## src/design/mbi_pkg.sv

```systemverilog
// shared types, constants and helpers of the mandelbrot escape iterator
// used by mbi_front, mbi_queue, mbi_back and mandelbrot_escape_iterator_core
// no dependencies
package mbi_pkg;

    // fixed field widths
    localparam int DIM_W   = 12;
    localparam int COUNT_W = 11;
    localparam int WORD_W  = 32;
    localparam int STEP_W  = 31;
    localparam int SHIFT_W = 3;
    localparam int CFG_IDX_W = 3;

    // iteration limit and image size bound
    localparam int ITER_LIMIT = 1024;
    localparam int MAX_DIM    = 4096;

    // palette
    localparam int PAL_MOD = 255;

    // queue between front and back
    localparam int QDEPTH = 2;
    localparam int QPTR_W = 1;
    localparam int QCNT_W = 2;

    // configuration register indexes
    localparam logic [CFG_IDX_W-1:0] REG_ORIGIN_RE   = 3'd0;
    localparam logic [CFG_IDX_W-1:0] REG_TOP_IM      = 3'd1;
    localparam logic [CFG_IDX_W-1:0] REG_STEP_RE     = 3'd2;
    localparam logic [CFG_IDX_W-1:0] REG_STEP_IM     = 3'd3;
    localparam logic [CFG_IDX_W-1:0] REG_COLOR_SHIFT = 3'd4;

    // configuration reset values
    localparam logic signed [WORD_W-1:0] ORIGIN_RE_RST = -32'sd738197504;
    localparam logic signed [WORD_W-1:0] TOP_IM_RST    = 32'sd402653184;
    localparam logic [STEP_W-1:0]        STEP_RE_RST   = 31'd1048576;
    localparam logic [STEP_W-1:0]        STEP_IM_RST   = 31'd1048576;
    localparam logic [SHIFT_W-1:0]       SHIFT_RST     = 3'd0;

    // input item
    typedef struct packed {
        logic [DIM_W-1:0] column;
        logic [DIM_W-1:0] row;
    } item_t;

    // result item
    typedef struct packed {
        logic [DIM_W-1:0]   out_column;
        logic [DIM_W-1:0]   out_row;
        logic [COUNT_W-1:0] iteration_count;
        logic               inside_set;
        logic [7:0]         color_index;
    } result_t;

    // configuration as seen by front and back
    typedef struct packed {
        logic signed [WORD_W-1:0] origin_re;
        logic signed [WORD_W-1:0] top_im;
        logic [STEP_W-1:0]        step_re;
        logic [STEP_W-1:0]        step_im;
        logic [SHIFT_W-1:0]       color_shift;
    } cfg_t;

    // queued job: pixel plus its point c
    typedef struct packed {
        item_t                    pix;
        logic signed [WORD_W-1:0] cr;
        logic signed [WORD_W-1:0] ci;
    } job_t;

    // saturate a 64 bit signed value to the 32 bit signed range
    function automatic logic signed [WORD_W-1:0] sat32(input logic signed [63:0] v);
        logic signed [63:0] hi;
        logic signed [63:0] lo;
        hi = 64'sd2147483647;
        lo = -64'sd2147483648;
        if (v > hi)
        begin
            return 32'sh7FFF_FFFF;
        end
        else if (v < lo)
        begin
            return 32'sh8000_0000;
        end
        else
        begin
            return v[WORD_W-1:0];
        end
    endfunction

endpackage

```

## src/design/mbi_queue.sv

```systemverilog
// short job queue between front and back
// depends on mbi_pkg
module mbi_queue (
    input  logic          clk,
    input  logic          rst_n,
    input  logic          push,
    input  mbi_pkg::job_t push_data,
    output logic          full,
    input  logic          pop,
    output mbi_pkg::job_t pop_data,
    output logic          empty
);

    mbi_pkg::job_t                 entry_reg [mbi_pkg::QDEPTH];
    logic [mbi_pkg::QPTR_W-1:0]    wr_ptr_reg;
    logic [mbi_pkg::QPTR_W-1:0]    wr_ptr_next;
    logic [mbi_pkg::QPTR_W-1:0]    rd_ptr_reg;
    logic [mbi_pkg::QPTR_W-1:0]    rd_ptr_next;
    logic [mbi_pkg::QCNT_W-1:0]    cnt_reg;
    logic [mbi_pkg::QCNT_W-1:0]    cnt_next;
    logic                          do_push;
    logic                          do_pop;

    assign full     = (cnt_reg == mbi_pkg::QCNT_W'(mbi_pkg::QDEPTH));
    assign empty    = (cnt_reg == '0);
    assign do_push  = push && !full;
    assign do_pop   = pop && !empty;
    assign pop_data = entry_reg[rd_ptr_reg];

    // pointers and fill count
    always_comb
    begin
        wr_ptr_next = wr_ptr_reg;
        rd_ptr_next = rd_ptr_reg;
        cnt_next    = cnt_reg;
        if (do_push)
        begin
            wr_ptr_next = wr_ptr_reg + 1'b1;
        end
        if (do_pop)
        begin
            rd_ptr_next = rd_ptr_reg + 1'b1;
        end
        if (do_push && !do_pop)
        begin
            cnt_next = cnt_reg + 1'b1;
        end
        else if (do_pop && !do_push)
        begin
            cnt_next = cnt_reg - 1'b1;
        end
    end

    always_ff @(posedge clk or negedge rst_n)
    begin
        if (!rst_n)
        begin
            wr_ptr_reg <= '0;
            rd_ptr_reg <= '0;
            cnt_reg    <= '0;
        end
        else
        begin
            wr_ptr_reg <= wr_ptr_next;
            rd_ptr_reg <= rd_ptr_next;
            cnt_reg    <= cnt_next;
        end
    end

    // entry storage
    always_ff @(posedge clk)
    begin
        if (do_push)
        begin
            entry_reg[wr_ptr_reg] <= push_data;
        end
    end

endmodule

```

## config.mk

```make
export PLATFORM = sky130hd
export DESIGN_NAME = mbi_queue
export DESIGN_NICKNAME = d
export VERILOG_FILES = /design/src/design/mbi_pkg.sv /design/src/design/mbi_queue.sv
export SDC_FILE = /design/constraint.sdc
export NUM_CORES = 1
export LEC_CHECK = 0
export ABC_AREA = 0
export BUFFER_PORTS_ARGS = -buffer_cell sky130_fd_sc_hd__buf_2
export CORE_MARGIN = 1
export CORE_UTILIZATION = 39
export DETAILED_ROUTE_END_ITERATION = 7
export PLACE_DENSITY_LB_ADDON = 0.12
export SETUP_SLACK_MARGIN = 0.4
export SYNTH_ARGS = -nofsm -noshare
export SYNTH_HDL_FRONTEND = slang
export SYNTH_SLANG_ARGS = --single-unit
```

## constraint.sdc

```tcl
create_clock -name clk -period 13.3 [get_ports clk]
set_input_delay 1.33 -clock clk [delete_from_list [all_inputs] [get_ports clk]]
set_output_delay 1.33 -clock clk [all_outputs]
set_load 0.1 [all_outputs]
```

Word-level counts from Yosys, hierarchy flattened
Memories as Yosys holds them, arrays and structs flattened.
Cells that the tools add are included.
Word-level totals
  bits in registers: 4
  memory bits (writable): 176
  input bits: 92
  output and inout port bits: 90
  logic and storage cells: 23
  memories kept: 1
Operators by class
  add/subtract/negate cells: 4
  eq/ne operators: 1
  mux-type cells: 4
  reduce and logical (&&, ||, !) cells: 10
Memories
  entry_reg: depth 2, bits a word 88, rd ports 1, clocked after memory_dff 0, write ports 1, RTL line mbi_queue.sv:14  | mbi_pkg::job_t entry_reg [mbi_pkg::QDEPTH];
Operators with widths (count)
  logical AND 1 bit: 4
  logical NOT 1 bit: 4
  two-way mux 2 bit: 2
  adder 1 bit (second input constant): 2
  adder 2 x 1 -> 2 bit (second input constant): 1
  == test 2 bit (second input constant): 1
  logical NOT 2 bit: 1
  two-way mux 1 bit: 2
  nonzero test 2 bit: 1
  subtractor 2 x 1 -> 2 bit (second input constant): 1

Logic depth before layout (Yosys ltp)
  word-level depth: 7
  mapped depth: 7
  mapped depth without buffers: 7

Least setup slack after synthesis
No wires, ideal clock.
  path type: input to register
  start: input push
  end: memory entry_reg[0][0] in the netlist's numbering (enable)
  setup time: 0.535 ns
  data arrival time: 5.086 ns
  required time: 12.765 ns
  path slack: 7.679 ns
  cell stages on the path: 2
  buffers on the path: 0
  path through: nand2_1 nor2_1
Between the ends
  cells in the longest elaborated chain, start to end: 3
Ends and longest elaborated chain
  from (decl): RTL line mbi_queue.sv:6  | input logic push,
  logical AND 1 bit: RTL line mbi_queue.sv:26  | assign do_push = push && !full;
  two-way mux 1 bit: RTL line mbi_queue.sv:73  | if (do_push)
  two-way mux 1 bit (not written as such): RTL line mbi_queue.sv:75  | entry_reg[wr_ptr_reg] <= push_data;
  to (decl): RTL line mbi_queue.sv:14
No other way between the ends.

==> metrics.md <==
| Metric | Value |
|---|---|
| Worst-Skew Late Latency | 0.42 ns |
| Die span in x | 132 um |
| Post-CTS setup repair buffer count | 0 |
| Die H | 132 um |
| Area fraction of the dominant cell type after synthesis | 80.3% |
| Critical path type | reg2out |
| P&R area growth vs syn | 25.7% |
| Max-slew headroom | 41.0% |
| Setup crit start | rd_ptr_reg |
| Most common cell in the netlist | edfxtp_1 |
| Antenna Nets Post-Route | 0 |
| Global-route wire length before repair | 18500 um |
| Final slew viol count | 0 |
| Worst R2R Setup Slack | 10.63 ns |
| Slew @ Worst Pin | 0.884 ns |
| I/O pin count | 182 |
| Total CTS buffers | 17 |
| Clk pin slew, worst setup/hold paths | 0.06 ns |
| Post-Route Skew | 0.00676 ns |
| Number of global-route vias before repair | 3580 |
| Number of synthesized flops with an enable pin | 176 |
| Synth unique cells | 15 |
| Core ar. | 16500 um^2 |
| CP max FO | 53 |
| Antenna violations before repair | 0 |
| Final Hold Vio Count | 0 |
| PortBufs | 181 |
| Clk sinks | 180 |
| Setup crit end kind | output pin |
| Fill count | 1441 |
| Area contributors post-synth | edfxtp_1, mux2_2, mux2_4 |
| CP Data Required Time | 11.97 ns |
| Setup TNS | 0 ns |
| R2R cell count | 4 |
| Syn avg cell area | 22.5 um^2 |
| Post-synthesis net count | 386 |
| DRC viols | 0 |
| Synth Flop Type | edfxtp_1 |
| Hold Buf Count CTS | 0 |
| Sequential share of the synthesized area | 81.9% |
| Max reg flops | 176 |
| Resize count post-CTS | 0 |
| Critical Path AT | 2.67 ns |
| Die area | 17400 um^2 |
| Min Tclk post-route | 4.00 ns |
| # diodes | 0 |
| Fin nets | 579 |
| Final Cycle Share | 30.1% |
| CP Buf/Inv Count | 2 |
| #FFs+latches synth | 180 |
| H-tree depth | 4 |
| YS warnings | 0 |
| Outcome | finished, final reports clean |
| Clock root cell | clkbuf_16 |
| Crit path to | pop_data[68] |
| Most frequent cells after synthesis | edfxtp_1, mux2_2, mux2_4, buf_2, dfrtp_1 |
| Synthesized area | 6580 um^2 |
| Total Wirelength | 11700 um |
| Total GRT Usage | 14.2% |
| Longest Clk Path Bufs | 2 |
| WL/cell | 16.3 um |
| Fmax | 250 MHz |
| Initial Utilization | 39.8% |
| Worst path slowest cell | dfrtp_4 |
| Drt first pass iters | 4 |
| Maximum number of pins on one net before global-route repair | 62 |
| Crit path launch type | flip-flop |
| Delay of the slowest critical-path stage | 0.76 ns |
| Share of layout cells above drive strength 1 | 60.7% |
| Setup violators final | 0 |
| Number of DRC markers in iteration 0 | 144 |
| Reg2reg start | cnt_reg[0] |
| Synth area leader | edfxtp_1 |
| Post-DP HPWL | 7450 um |
| Ys async rst share | 2.22% |
| Crit Reg-Reg Endpoint | entry_reg[0][32] |
| TritonCTS clock tree | yes |
| CP cell instances | buf_4, mux2_2, buf_2 |
| Hold path depth | 1 |
| Vias | 3300 |
| WP depth | 3 |
| Grt ovf | 0 |
| Row cnt | 47 |
| Vias per std cell | 4.59 |
| RSZ-0062 raised after global routing | false |
| Post-synthesis instance total | 293 |
| Delay-heaviest family, CP | buffers and inverters |
| Gpl congestion | 0.683 |
| Min-Delay Path Class | reg2reg |
| MaxCap Viol Count | 0 |
==> cell families (layout without fill, tap and decap cells) <==
kind of cell / Yosys count / in the layout / share of synthesized area [%]
AO/OA/AOI/OAI: 1 / 1 / 0.0760
XOR/XNOR: 5 / 5 / 0.666
multiplexers: 88 / 88 / 15.6
adder cells (fa/ha/maj): 1 / 1 / 0.190
AND/OR/NAND/NOR: 6 / 6 / 0.418
buffers and inverters: 12 / 218 / 1.16
flip-flops: 180 / 180 / 81.9
==> final cells by class <==
cell class	count	area (um^2)	area share (%)
flip-flops and latches	180	5390	65.1
multi-input cells	101	1130	13.7
repair buffers	184	928	11.2
clock buffers	18	429	5.19
well taps	220	275	3.33
clock inverters	14	113	1.36
inverters	2	7.51	0.0908
==> per-layer routing <==
metal / part of all wire [%] / global-route usage, % / wire length [um]
met3: 5.7 / 4.61 / 666
met5: 0 / 0 / 0
met4: 1.9 / 6.72 / 224
met1: 40 / 15.2 / 4640
met2: 53 / 25.3 / 6160
==> how the worst min path moves through the flow <==
stage,start,end
finish,cnt_reg[1],cnt_reg[1]
global route,cnt_reg[1],cnt_reg[1]
CTS,cnt_reg[1],cnt_reg[1]
detailed placement,cnt_reg[1],cnt_reg[1]
global placement,cnt_reg[1],cnt_reg[1]
floorplan,wr_ptr_reg,wr_ptr_reg
==> per-stage QoR <==
stage               hold WS, ns  setup slack (ns)  instance area [um^2]  instances  utilization, %
finish                    0.536              9.30                  8270        719            50.1
global route              0.566              9.12                  8270        719            50.1
CTS                       0.545              9.19                  8270        719            50.1
detailed placement        0.532              9.65                  7730        687            46.8
global placement          0.511              9.67                  7730        687            46.8
floorplan                 0.461              7.68                  6580        293               -
==> worst reg2reg max path, delay by kind of cell (launching register included) <==
family / cells / cell delay, ns
buf+inv: 1 / 0.79
flops: 1 / 0.42
simple gates: 3 / 1.02
==> layout by cell type (no fill, tap or decap), types with 2 or more instances in the layout <==
cell type   instances
clkinvlp_4          4
clkinv_1            3
buf_2             181
inv_1               2
clkbuf_16          17
clkinv_2            3
buf_4               3
nor2_1              2
inv_6               2
edfxtp_1          176
xnor2_1             3
xor2_1              2
mux2_4             10
mux2_2             78
dfrtp_1             3
Power is left out: the tool's default activity adds up to more than one toggle a clock period on the data nets, which glitch-free logic cannot reach.
