[src/design/mbi_pkg.sv]
// shared types, constants and helpers of the mandelbrot escape iterator
// used by mbi_front, mbi_queue, mbi_back and mandelbrot_escape_iterator_core
// no dependencies
package mbi_pkg;

    // fixed field widths
    localparam int DIM_W   = 12;
    localparam int COUNT_W = 11;
    localparam int WORD_W  = 32;
    localparam int STEP_W  = 31;
    localparam int SHIFT_W = 3;
    localparam int CFG_IDX_W = 3;

    // iteration limit and image size bound
    localparam int ITER_LIMIT = 1024;
    localparam int MAX_DIM    = 4096;

    // palette
    localparam int PAL_MOD = 255;

    // queue between front and back
    localparam int QDEPTH = 2;
    localparam int QPTR_W = 1;
    localparam int QCNT_W = 2;

    // configuration register indexes
    localparam logic [CFG_IDX_W-1:0] REG_ORIGIN_RE   = 3'd0;
    localparam logic [CFG_IDX_W-1:0] REG_TOP_IM      = 3'd1;
    localparam logic [CFG_IDX_W-1:0] REG_STEP_RE     = 3'd2;
    localparam logic [CFG_IDX_W-1:0] REG_STEP_IM     = 3'd3;
    localparam logic [CFG_IDX_W-1:0] REG_COLOR_SHIFT = 3'd4;

    // configuration reset values
    localparam logic signed [WORD_W-1:0] ORIGIN_RE_RST = -32'sd738197504;
    localparam logic signed [WORD_W-1:0] TOP_IM_RST    = 32'sd402653184;
    localparam logic [STEP_W-1:0]        STEP_RE_RST   = 31'd1048576;
    localparam logic [STEP_W-1:0]        STEP_IM_RST   = 31'd1048576;
    localparam logic [SHIFT_W-1:0]       SHIFT_RST     = 3'd0;

    // input item
    typedef struct packed {
        logic [DIM_W-1:0] column;
        logic [DIM_W-1:0] row;
    } item_t;

    // result item
    typedef struct packed {
        logic [DIM_W-1:0]   out_column;
        logic [DIM_W-1:0]   out_row;
        logic [COUNT_W-1:0] iteration_count;
        logic               inside_set;
        logic [7:0]         color_index;
    } result_t;

    // configuration as seen by front and back
    typedef struct packed {
        logic signed [WORD_W-1:0] origin_re;
        logic signed [WORD_W-1:0] top_im;
        logic [STEP_W-1:0]        step_re;
        logic [STEP_W-1:0]        step_im;
        logic [SHIFT_W-1:0]       color_shift;
    } cfg_t;

    // queued job: pixel plus its point c
    typedef struct packed {
        item_t                    pix;
        logic signed [WORD_W-1:0] cr;
        logic signed [WORD_W-1:0] ci;
    } job_t;

    // saturate a 64 bit signed value to the 32 bit signed range
    function automatic logic signed [WORD_W-1:0] sat32(input logic signed [63:0] v);
        logic signed [63:0] hi;
        logic signed [63:0] lo;
        hi = 64'sd2147483647;
        lo = -64'sd2147483648;
        if (v > hi)
        begin
            return 32'sh7FFF_FFFF;
        end
        else if (v < lo)
        begin
            return 32'sh8000_0000;
        end
        else
        begin
            return v[WORD_W-1:0];
        end
    endfunction

endpackage

[src/design/mbi_front.sv]
// front part: accepts a pixel, forms the point c and pushes the job to the queue
// depends on mbi_pkg
module mbi_front (
    input  logic          clk,
    input  logic          rst_n,
    input  logic          start,
    output logic          busy,
    input  mbi_pkg::item_t item,
    input  mbi_pkg::cfg_t  cfg,
    input  logic          q_full,
    output logic          q_push,
    output mbi_pkg::job_t q_data
);

    localparam int PROD_W = mbi_pkg::DIM_W + mbi_pkg::STEP_W;

    logic                      a_valid_reg;
    logic                      a_valid_next;
    mbi_pkg::item_t            pix_reg;
    logic [PROD_W-1:0]         off_re_reg;
    logic [PROD_W-1:0]         off_im_reg;
    logic [mbi_pkg::DIM_W-1:0] col_clamp;
    logic [mbi_pkg::DIM_W-1:0] row_clamp;
    logic                      accept;
    logic signed [63:0]        cr_full;
    logic signed [63:0]        ci_full;

    assign accept = start && !a_valid_reg;
    assign busy   = a_valid_reg;
    assign q_push = a_valid_reg && !q_full;

    // coordinates beyond the image bound are clamped for forming c
    always_comb
    begin
        col_clamp = item.column;
        row_clamp = item.row;
        if (({1'b0, item.column}) > (mbi_pkg::DIM_W+1)'(mbi_pkg::MAX_DIM - 1))
        begin
            col_clamp = mbi_pkg::DIM_W'(mbi_pkg::MAX_DIM - 1);
        end
        if (({1'b0, item.row}) > (mbi_pkg::DIM_W+1)'(mbi_pkg::MAX_DIM - 1))
        begin
            row_clamp = mbi_pkg::DIM_W'(mbi_pkg::MAX_DIM - 1);
        end
    end

    // stage valid
    always_comb
    begin
        a_valid_next = a_valid_reg;
        if (accept)
        begin
            a_valid_next = 1'b1;
        end
        else if (q_push)
        begin
            a_valid_next = 1'b0;
        end
    end

    always_ff @(posedge clk or negedge rst_n)
    begin
        if (!rst_n)
        begin
            a_valid_reg <= 1'b0;
        end
        else
        begin
            a_valid_reg <= a_valid_next;
        end
    end

    // pixel offsets, one multiplier per axis
    always_ff @(posedge clk)
    begin
        if (accept)
        begin
            pix_reg    <= item;
            off_re_reg <= PROD_W'(col_clamp) * PROD_W'(cfg.step_re);
            off_im_reg <= PROD_W'(row_clamp) * PROD_W'(cfg.step_im);
        end
    end

    // c from origin and offsets, saturated
    always_comb
    begin
        cr_full = {{(64-mbi_pkg::WORD_W){cfg.origin_re[mbi_pkg::WORD_W-1]}}, cfg.origin_re}
                + $signed({{(64-PROD_W){1'b0}}, off_re_reg});
        ci_full = {{(64-mbi_pkg::WORD_W){cfg.top_im[mbi_pkg::WORD_W-1]}}, cfg.top_im}
                - $signed({{(64-PROD_W){1'b0}}, off_im_reg});
        q_data.pix = pix_reg;
        q_data.cr  = mbi_pkg::sat32(cr_full);
        q_data.ci  = mbi_pkg::sat32(ci_full);
    end

endmodule

[config.mk]
export PLATFORM = sky130hd
export DESIGN_NAME = mbi_front
export DESIGN_NICKNAME = d
export VERILOG_FILES = /design/src/design/mbi_pkg.sv /design/src/design/mbi_front.sv
export SDC_FILE = /design/constraint.sdc
export NUM_CORES = 2
export LEC_CHECK = 0
export ABC_AREA = 1
export BUFFER_PORTS_ARGS = -buffer_cell sky130_fd_sc_hd__buf_2
export CORE_MARGIN = 4
export CORE_UTILIZATION = 55
export DETAILED_ROUTE_END_ITERATION = 12
export PLACE_DENSITY_LB_ADDON = 0.05
export SYNTH_ARGS = -nofsm -noshare
export SYNTH_HDL_FRONTEND = slang
export SYNTH_SLANG_ARGS = --single-unit
[constraint.sdc]
create_clock -name clk -period 7.65 [get_ports clk]
set_clock_uncertainty 0.05 [all_clocks]
set_input_delay 1.53 -clock clk [delete_from_list [all_inputs] [get_ports clk]]
set_output_delay 1.53 -clock clk [all_outputs]
set_load 0.005 [all_outputs]
## Yosys cells after proc, flatten, opt, wreduce, memory -nomap -nowiden

Cells that the tools add are included.

- Register bits: 111
- Memories kept: 0
- ROM bits: 0
- Bits in writable memories: 0
- Latch bits: 0
- Output and inout port bits: 90
- Bits of input ports: 157
- Word-level logic and storage cells: 24

- Muxes and demuxes: 6
- Multipliers: 2
- Shift-type cells: 0
- Bitwise operators: 0
- Add/subtract/negate cells: 2
- Reductions and logical operators: 5
- Magnitude comparators: 4
- Divide/modulo/power cells: 0
- Equality and inequality tests: 0

Operators by type and width:

| cell | count |
|---|---|
| two-way mux 32 bit | 4 |
| greater-than comparator 45 x 32 -> 1 bit, second input constant | 2 |
| less-than comparator 45 x 32 -> 1 bit, second input constant | 2 |
| multiplier 12 x 31 -> 43 bit | 2 |
| adder 32 x 44 -> 45 bit | 1 |
| subtractor 32 x 44 -> 45 bit | 1 |
| logical AND 1 bit | 2 |
| zero test 1 bit | 2 |
| two-way mux 1 bit | 2 |
| nonzero test 2 bit | 1 |

## Longest topological paths before layout

- Depth after elaboration: 4
- Gate-level depth with buffers: 27
- Depth with buffers taken out: 26

## Worst setup path before layout

Ideal clock, no wire load.

- Path kind: input to register
- Start: in cfg[11] (netlist name)
- End: reg off_im_reg[35], data pin
- Slack: 1,306 ps
- Stages: 19
- Setup time: 262 ps
- Required time: 7,338 ps
- Buffers on the path: 1
- Arrival: 6,032 ps
- Path through: clkbuf_1 -> nand2_1 -> fa_1 -> inv_1 -> fa_1 -> fa_1 -> fa_1 -> inv_1 -> fa_1 -> inv_1 -> ha_1 -> a21oi_1 -> inv_1 -> a31oi_1 -> a21boi_0 -> o21ai_0 -> a21oi_1 -> o21bai_1 -> xor2_1

- Longest elaborated chain between the ends: 1

RTL lines:

| element | RTL line | RTL |
|---|---|---|
| start, declared | mbi_front.sv:9 | `input mbi_pkg::cfg_t cfg,` |
| multiplier 12 x 31 -> 43 bit | mbi_front.sv:80 | `off_im_reg <= PROD_W'(row_clamp) * PROD_W'(cfg.step_im);` |
| end signal, assigned | mbi_front.sv:80 |  |
| end, declared | mbi_front.sv:21 | `logic [PROD_W-1:0] off_im_reg;` |

Every way passes these cells.
A chain may end at the register's enable or synchronous reset.

## Worst setup path after layout

- Start: in item[20] (netlist name)
- End: reg off_re_reg[30], data pin

- Longest elaborated chain between the ends: 1

RTL lines:

| element | RTL line | RTL |
|---|---|---|
| start, declared | mbi_front.sv:8 | `input mbi_pkg::item_t item,` |
| multiplier 12 x 31 -> 43 bit | mbi_front.sv:79 | `off_re_reg <= PROD_W'(col_clamp) * PROD_W'(cfg.step_re);` |
| end signal, assigned | mbi_front.sv:79 |  |
| end, declared | mbi_front.sv:20 | `logic [PROD_W-1:0] off_re_reg;` |

Every way passes these cells.

==> flow_summary.toml <==
[layout]
final_cell_mix = "1677 x nand2_1, 1310 x inv_1, 582 x fa_1, 257 x nor2_1, 250 x ha_1"
nets = 6113
multiInputGateArea_mm2 = 0.0262
fillCellCount = 6220
mostFrequentLayoutCell = "nand2_1"
areaGrowthSynthToFinish_pct = 6.11
fin_util_pct = 59.0
drive_gt1_share_pct = 7.23
stdcell_count = 5980
ff_latch_area_mm2 = 0.00333

[route]
avgViaCountPerCell = 5.08
drt-pass1-iter-count = 6
vias = 30400
ant_nets = 0
drc = 0
wirelength_um = 98500
drt_iter0_drc = 2271
avgRoutedWirePerCell_um = 16.5

[sta]
hold_violations = 0
worst_slew_pin_slew_ns = 1.00
fin_crit_sh_pct = 90.0
timing.fmax_mhz = 145
period_needed_ns = 6.89
tns_ns = 0
grt_setup_unrepaired = "false"
maxSlewViolCount = 0
slew_headroom_pct = 33.1
setup_viol = 0

[status]
status = "finished clean"

[clocking]
clkLatencyLatePin_ns = 0.38
cts.htree.levels = 3
cts.sinks = 111
clkTransAtPathRegs_ns = 0.08
cts_max_path_buffers = 2
numCtsBuffers = 9
post_cts_resize_count = 0
root_buffer = "clkbuf_16"
cts_setup_buffers = 0
holdBufCountCts = 0
cts_tree = "yes"

[die]
initial_core_util_pct = 55.6
num_io_pins = 247
rows = 92
core-area_mm2 = 0.0632
die_y_um = 261
die-area_mm2 = 0.0680
fp.dieW_um = 261

[min_path]
hold_class = "reg -> reg"

[yosys]
yosysUniqueCellTypes = 47
synth.avg_cell_area_um2 = 7.04
syn-instance-count = 4990
synth_compound_area_share_pct = 4.88
async_flop_share_pct = 0.901
syn-num-nets = 5979
synth_area_leaders = "fa_1 33%, nand2_1 18%, inv_1 14%"
synth-xor-area-share_pct = 3.31
netlist_area_mm2 = 0.0351
ys_ff_latch = 111
ys.flop_type = "edfxtp_1"
synth_edf_count = 110
yosys-mux-area-fraction_pct = 0
synth_top_family_by_area = "adder cells"
synth_top_area_cell = "fa_1"
yosysSeqAreaShare_pct = 9.47
synth_simple_gate_area_share_pct = 24.4
ys_warn_count = 0
synth_top_area_share_pct = 33.2
synthAdderAreaFrac_pct = 42.1

[setup_path]
start_kind = "input port"
crit_fanout = 32
critPathCaptureType = "flop"
required_ns = 7.82
cp.arrival_ns = 7.06
r2r_slack_ns = 5.33
path_class = "in -> reg"

[flow_run]
maxCapViolCount = 0

[global_route]
antenna_found_initial = 4
grt.overflow.total = 0
grt_pass1_vias = 30400
grt_pass1_wl_um = 160000
grt_usage_pct = 29.6
grt_start_max_net_pins = 62

[placement]
dp_hpwl_um = 82300
numPortBuffers = 243
dpl.cell_count = 5959
gp_congestion = 0.965
==> final timing paths <==
check,start,endpoint,depth (start not counted)
min in group asynchronous,rst_n,busy$_DFFE_PN0P_,1
hold reg to reg,busy$_DFFE_PN0P_,busy$_DFFE_PN0P_,2
max in group asynchronous,rst_n,busy$_DFFE_PN0P_,1
setup / recovery,item[20],off_re_reg[30]$_DFFE_PP_,20
setup reg to reg,busy$_DFFE_PN0P_,q_data[67]$_DFFE_PP_,4
hold / removal,busy$_DFFE_PN0P_,busy$_DFFE_PN0P_,2
==> routing by layer <==
layer,vias to the layer above,track usage [%],share of wire (%)
li1,14800,-,-
met1,14500,44.9,47
met2,1056,46.2,44
met3,110,3.44,7.2
met4,0,5.64,1.7
met5,-,0,0
==> kinds of logic (layout without fill, tap and decap cells) <==
| family | after synthesis | after routing |
|---|---|---|
| and+or+nand+nor | 2145 | 2145 |
| adders and majority gates | 832 | 832 |
| buffers and inverters | 1469 | 1608 |
| DFF | 111 | 111 |
| xor gates and xnor gates | 133 | 133 |
| AOI/OAI and AO/OA | 300 | 300 |
| other | 0 | 5 |
==> cell usage after synthesis (3+ instances only) <==
master and instances:
a31oi_1 28, and3_1 3, fa_1 582, nor2_1 257, o21ai_0 54, nand3b_1 13, xor2_1 88, o21bai_1 10
and2_1 4, ha_1 250, o21a_1 17, o2111ai_1 3, nor2_2 23, a21oi_1 156, nand2_2 31, edfxtp_1 110
o221ai_1 3, clkbuf_1 134, nand4_1 31, o221a_2 4, inv_2 12, buf_4 3, buf_6 4, nand3_2 6
nand3_1 72, o211ai_1 8, a21o_1 7, xnor2_1 45, nor3_1 11, inv_1 1311, buf_2 3, nor4_1 6
nor3_2 3, a21boi_0 4, nand2_1 1677
==> through the flow <==
step / worst slack, ns / hold slack (ns) / cell area, µm²
6_report: 0.763 / 0.537 / 37300
5_1_grt: 0.528 / 0.577 / 37300
2_1_floorplan: 1.31 / 0.516 / 35100
4_1_cts: 0.856 / 0.546 / 37300
3_5_place_dp: 0.444 / 0.537 / 37000
3_3_place_gp: 0.513 / 0.521 / 37000
==> critical path, cell delays in order <==
cell and delay, ns:
buf_2 0.61, nand2_1 0.17, fa_1 0.53, inv_1 0.06, fa_1 0.55, fa_1 0.44
fa_1 0.50, inv_1 0.05, fa_1 0.50, inv_1 0.05, ha_1 0.41, nand2_1 0.15
nor2_1 0.21, inv_1 0.10, nor3_1 0.26, a21oi_1 0.18, o21ai_0 0.39, nand2_1 0.10
nand2_1 0.09, xor2_1 0.17
==> final cells by class <==
type	count	area share, %
tap	846	2.84
multi-input combinational	3410	70.3
timing repair buffer	269	3.78
antenna	5	0.0336
sequential	111	8.92
clock buffer	10	0.614
clock inverter	6	0.154
inverter	1323	13.3
Power is left out: the tool's default activity adds up to more than one toggle a clock period on the data nets, which glitch-free logic cannot reach.
